### src/hw/rtl/rfft_pkg.sv
// Shared types and helpers for the radix-2 real-input FFT block.
// Holds the channel payload structs, the sequencer states and the saturation helper.
// No dependencies.
package rfft_pkg;

	localparam int DATA_W   = 32;
	localparam int SAMPLE_W = 16;
	localparam int BIN_W    = 12;
	localparam int LOG2_W   = 4;
	// rounded twiddle product width; independent of the twiddle width
	localparam int RND_W    = DATA_W + 3;
	localparam int SUM_W    = RND_W + 1;

	typedef enum logic {
		CMD_LOAD = 1'b0,
		CMD_READ = 1'b1
	} cmd_t;

	typedef struct packed {
		logic                       command;
		logic signed [SAMPLE_W-1:0] sample;
		logic [BIN_W-1:0]           bin_index;
	} req_t;

	typedef struct packed {
		logic signed [DATA_W-1:0] bin_real;
		logic signed [DATA_W-1:0] bin_imag;
		logic                     result_ok;
	} rsp_t;

	typedef enum logic [3:0] {
		ST_IDLE,
		ST_READ,
		ST_PR_I,
		ST_PR_R,
		ST_PR_WI,
		ST_PR_WR,
		ST_BF_RE,
		ST_BF_RO,
		ST_BF_LD,
		ST_BF_M0,
		ST_BF_M1,
		ST_BF_M2,
		ST_BF_M3,
		ST_BF_WE,
		ST_BF_WO
	} state_t;

	typedef struct packed {
		logic en;
		logic start;
		logic sub;
	} mac_op_t;

	function automatic logic [DATA_W-1:0] sat32(input logic signed [SUM_W-1:0] v);
		logic [DATA_W-1:0] r;
		if (v > SUM_W'(signed'({1'b0, {(DATA_W-1){1'b1}}})))
			r = {1'b0, {(DATA_W-1){1'b1}}};
		else if (v < -SUM_W'(signed'({1'b0, 1'b1, {(DATA_W-1){1'b0}}})))
			r = {1'b1, {(DATA_W-1){1'b0}}};
		else
			r = v[DATA_W-1:0];
		return r;
	endfunction

endpackage

### src/hw/rtl/rfft_mac.sv
// Shared multiply-accumulate unit for the butterflies, with round-to-nearest output.
// Depends on rfft_pkg (mac_op_t, widths).
module rfft_mac #(
	parameter int TWIDDLE_BITS = 18
) (
	input  logic                                 clk,
	input  rfft_pkg::mac_op_t                    op,
	input  logic signed [rfft_pkg::DATA_W-1:0]   a,
	input  logic signed [TWIDDLE_BITS-1:0]       b,
	output logic signed [rfft_pkg::RND_W-1:0]    rnd
);

	localparam int FRAC = TWIDDLE_BITS - 2;
	localparam int PW   = rfft_pkg::DATA_W + TWIDDLE_BITS;
	localparam int ACW  = PW + 1;

	logic signed [PW-1:0]  prod;
	logic signed [ACW-1:0] term;
	logic signed [ACW-1:0] acc_q;
	logic signed [ACW-1:0] biased;

	assign prod = a * b;
	assign term = op.sub ? -ACW'(prod) : ACW'(prod);

	always_ff @(posedge clk) begin
		if (op.en)
			acc_q <= (op.start ? '0 : acc_q) + term;
	end

	// ties go toward plus infinity
	assign biased = acc_q + signed'({{(ACW-FRAC){1'b0}}, 1'b1, {(FRAC-1){1'b0}}});
	assign rnd    = rfft_pkg::RND_W'(biased >>> FRAC);

endmodule

### config.mk
export PLATFORM = sky130hd
export DESIGN_NAME = rfft_mac
export DESIGN_NICKNAME = d
export VERILOG_FILES = /design/src/hw/rtl/rfft_pkg.sv /design/src/hw/rtl/rfft_mac.sv
export SDC_FILE = /design/constraint.sdc
export NUM_CORES = 2
export LEC_CHECK = 0
export ABC_AREA = 1
export BUFFER_PORTS_ARGS = -buffer_cell sky130_fd_sc_hd__buf_2
export CAP_MARGIN = 0
export CORE_MARGIN = 2
export CORE_UTILIZATION = 57
export DETAILED_ROUTE_END_ITERATION = 10
export GPL_TIMING_DRIVEN = 1
export MAX_ROUTING_LAYER = met4
export PLACE_DENSITY_LB_ADDON = 0.25
export SLEW_MARGIN = 30
export SYNTH_ARGS = -nofsm -noshare
export SYNTH_HDL_FRONTEND = slang
export SYNTH_SLANG_ARGS = --single-unit
### constraint.sdc
create_clock -name clk -period 14.02 [get_ports clk]
set_clock_uncertainty 0.1 [all_clocks]
set_input_delay 3.505 -clock clk [delete_from_list [all_inputs] [get_ports clk]]
set_output_delay 3.505 -clock clk [all_outputs]
set_load 0.01 [all_outputs]
### After elaboration in Yosys (flattened, before gate mapping)

Cells that the tools add are included.

| cells by class | value |
|---|---|
| add/sub/neg operators | 3 |
| $mul | 1 |
| multiplexer cells | 2 |

Operators by type and width:

| operator | count |
|---|---|
| $mux W51 | 2 |
| $add A51 B17 Y51 const B | 1 |
| $add A51 B51 Y51 | 1 |
| $neg A50 Y51 | 1 |
| $mul A32 B18 Y50 | 1 |

| word-level totals | value |
|---|---|
| bits in registers | 51 |
| bits of input ports | 54 |
| output and inout bits | 35 |

### Logic depth before layout (Yosys ltp)

| depth | value |
|---|---|
| word-level depth | 4 |
| depth in mapped cells | 52 |
| depth with buffers taken out | 50 |

### Least setup slack after synthesis

No wires, ideal clock.

| path | value |
|---|---|
| path type | input -> register |
| start point | in a[14] in the netlist's numbering |
| end point | reg acc_q[46] (data pin) |
| library setup time | 0.262 ns |
| arrival time | 10.808 ns |
| required time | 13.658 ns |
| path slack | 2.850 ns |
| stages on the path | 42 |
| buffers on the path | 2 |
| cell sequence | clkbuf_1 buf_1 nand2_1 fa_1 inv_1 fa_1 inv_1 fa_1 inv_1 fa_1 fa_1 inv_1 fa_1 inv_1 ha_1 nand2_1 nor2_2 nand2_1 [... 6 more ...] inv_2 nand3_1 nor2_1 nand2_1 nor2_1 nor2_1 xor2_1 ha_1 nand2_1 nor2_1 inv_1 nor2_1 nor4b_1 nand3_1 nand3_1 a31oi_1 o21bai_1 xor2_1 |

| on the way | value |
|---|---|
| longest elaborated chain between the ends | 4 |

Ends and longest elaborated chain:

| what | line | text |
|---|---|---|
| from (decl) | rfft_mac.sv:8 | `input logic signed [rfft_pkg::DATA_W-1:0] a,` |
| $mul A32 B18 Y50 (*) | rfft_mac.sv:22 | `assign prod = a * b;` |
| $neg A50 Y51 | rfft_mac.sv:23 | `assign term = op.sub ? -ACW'(prod) : ACW'(prod);` |
| $mux W51 (*) | rfft_mac.sv:23 |  |
| $add A51 B51 Y51 (*) | rfft_mac.sv:27 | `acc_q <= (op.start ? '0 : acc_q) + term;` |
| to (signal assigned) | rfft_mac.sv:27 |  |
| to (decl) | rfft_mac.sv:19 | `logic signed [ACW-1:0] acc_q;` |

Mark *: on every way between the ends. The rest lies on a longest branch, timed or not.
A chain may end at the register's enable or synchronous reset.

### Final worst setup path

| path | value |
|---|---|
| start point | in b[3] |
| end point | reg acc_q[46] (data pin) |

| on the way | value |
|---|---|
| longest elaborated chain between the ends | 4 |

Ends and longest elaborated chain:

| what | line | text |
|---|---|---|
| from (decl) | rfft_mac.sv:9 | `input logic signed [TWIDDLE_BITS-1:0] b,` |
| $mul A32 B18 Y50 (*) | rfft_mac.sv:22 |  |
| $neg A50 Y51 | rfft_mac.sv:23 |  |
| $mux W51 (*) | rfft_mac.sv:23 |  |
| $add A51 B51 Y51 (*) | rfft_mac.sv:27 |  |

Marks and branches as above.

==> flow_metrics.tcl <==
set metrics [dict create \
    min_period_ns 12.64 \
    wl_met3_mm 4.27 \
    synth_top_area_share_pct 39.1 \
    mappedNetlistNets 4724 \
    ctsResizeCount 0 \
    syn_area_um2 28400 \
    cpMostUsedCell "inv_1" \
    clk_pin_slew_ns 0.07 \
    reg2reg_slack_ns 10.33 \
    rsz0062_at_grt "false" \
    finalWirelength_mm 71.1 \
    max_freq_ghz 0.0791 \
    wl_per_cell_um 15.5 \
    status "complete, no violations" \
    r2r_start "acc_q[33]" \
    wl_met2_mm 34.5 \
    nNetsFinal 4692 \
    worstMarginPinSlew_ns 0.955 \
    synth_cell_types 48 \
    grt_pass1_wl_mm 120 \
    critical-path-max-stage-delay_ns 0.80 \
    critPathLaunchType "input port" \
    num_rows 81 \
    hold_path_class "flop to flop" \
    cts_tree "built" \
    core-area_um2 49100 \
    synth_largest_area_cell "fa_1" \
    rr_worst_depth 13 \
    fp.dieH_um 227 \
    slew_headroom_pct 35.4 \
    clock_latency_ns 0.30 \
    cts_setup_buffers 0 \
    cts_root_buf "clkbuf_16" \
    regMostFlops "acc_q" \
    worstPathMaxFanout 32 \
    setup_tns_ns 0 \
    yosysMostFrequentCell "inv_1" \
    antenna_found_initial 2 \
    crit_end "acc_q[46]" \
    ys_seq_area_share_pct 5.40 \
    drt-met1-wl_mm 30.3 \
    arrival_ns 12.59 \
    holdBufCountCts 0 \
    avgSynthCellArea_um2 7.19 \
    drt-vias-per-instance 5.15 \
    async_flop_share_pct 0 \
    crit_start "b[3]" \
    netlist_top_cells_count "inv_1 (1126), nand2_1 (1059), fa_1 (554), nor2_1 (243), ha_1 (173)" \
    dp_hpwl_mm 59.1 \
    die-area_um2 51500 \
    ys_warn_count 0 \
    ant_nets 0 \
    top_layer "met4" \
    io_pins 89 \
    portBuffers 88 \
    slowest_stage "nor4b_1" \
    synth_ff_type "edfxtp_1" \
    crit_type "input port to flop" \
    synth_edf_count 51 \
    cts_sinks 51 \
    grt-ovfl-total 0 \
    vias 23570 \
    route.detailed.drc 0 \
    grt_pass1_vias 24416 \
    cts_buffers 5 \
    die_width_um 227 \
    reg_top3 "acc_q x51" \
    cts-htree-levels 2 \
    place_congestion 0.946 \
    post-route-period-util_pct 90.2 \
    end_kind "flop" \
    setup_viol 0 \
    hold_viol 0 \
    drive_gt1_share_pct 4.53 \
    start_util_pct 57.8 \
    areaGrowthSynthToFinish_pct 3.41 \
    maxCapViolCount 0 \
    groute.usage.overall_pct 30.2 \
    maxSlewViolCount 0 \
    first_pass_iters 5 \
    grt_max_degree 52 \
    synth_area_leaders "fa_1 (39%), inv_1 (15%), nand2_1 (14%), ha_1 (7.6%), edfxtp_1 (5.4%)" \
    synth.ff_latch_count 51 \
    dr.first_iter.drc_count 1604 \
    largest_reg_flops 51 \
    synthCells 3943 \
    clock_path_buffers 2 \
    r2r_end "acc_q[46]" \
    critPathRequiredTime_ns 13.97 \
]
==> area by class of cell <==
cell class | instances | area [um^2]
Tap cell | 664 | 831
Fill cell | 4721 | 19700
Sequential cell | 51 | 1530
Multi-Input combinational cell | 2631 | 22100
Antenna cell | 2 | 5.00
Inverter | 1132 | 4250
Clock inverter | 1 | 30.0
Timing Repair Buffer | 90 | 458
Clock buffer | 6 | 129
==> cell usage in the layout, fill, tap and decap left out, types with 7 or more instances in the layout <==
master    netlist  final
inv_1        1126   1126
nand2_1      1059   1059
fa_1          554    554
nor2_1        243    243
ha_1          173    173
xor2_1        110    110
a21oi_1       107    107
nand3_1        93     93
buf_2           2     87
edfxtp_1       51     51
o21ai_0        45     45
nand4_1        36     36
xnor2_1        30     30
nor3_1         29     29
nand2_2        24     24
nor2_2         16     16
a31oi_1        11     11
a21o_1         11     11
or2_2          10     10
o21ai_1        10     10
o21bai_1        9      9
nand3b_1        8      8
nor4_1          7      7
==> cell families after synthesis <==
logic type	after synthesis	share of synthesized area [%]
AND/OR/NAND/NOR	1548	22.5
XOR/XNOR	141	4.38
buffers and inverters	1261	16.7
adder cells (fa/ha/maj)	727	46.7
flip-flops	51	5.40
AO/OA/AOI/OAI	215	4.29
==> worst min-delay path by stage <==
stage,startpoint,to,slack (ns),depth (start not counted)
2_1_floorplan,acc_q[0],acc_q[0],0.54,3
3_3_place_gp,acc_q[0],acc_q[0],0.55,3
3_5_place_dp,acc_q[0],acc_q[0],0.59,3
4_1_cts,acc_q[0],acc_q[0],0.61,3
5_1_grt,acc_q[0],acc_q[0],0.67,3
6_report,acc_q[0],acc_q[0],0.60,3
==> worst max-delay path: cells and delay by family <==
family                   cells  cell delay (ns)
AO/OA/AOI/OAI                3             0.52
XOR/XNOR                     2             0.26
adder cells (fa/ha/maj)      8             3.81
buffers and inverters        9             1.09
AND/OR/NAND/NOR             17             3.36
==> routing by layer <==
| layer | GRT usage, % | vias up |
|---|---|---|
| met1 | 38.9 | 11374 |
| met4 | 8.12 | 0 |
| met2 | 51.3 | 766 |
| li1 | - | 11272 |
| met3 | 3.21 | 158 |
| met5 | - | - |
==> stage by stage <==
step	worst slack (ns)	hold WS [ns]	utilization, %	cell area, um^2	cells
floorplan	2.85	0.538	-	28400	3943
global placement	1.21	0.554	59.4	29200	4568
detailed placement	1.31	0.591	59.4	29200	4568
CTS	1.60	0.609	59.8	29300	4575
global route	0.871	0.672	59.8	29300	4577
finish	1.38	0.601	59.8	29300	4577
Power is left out: the tool's default activity adds up to more than one toggle a clock period on the data nets, which glitch-free logic cannot reach.
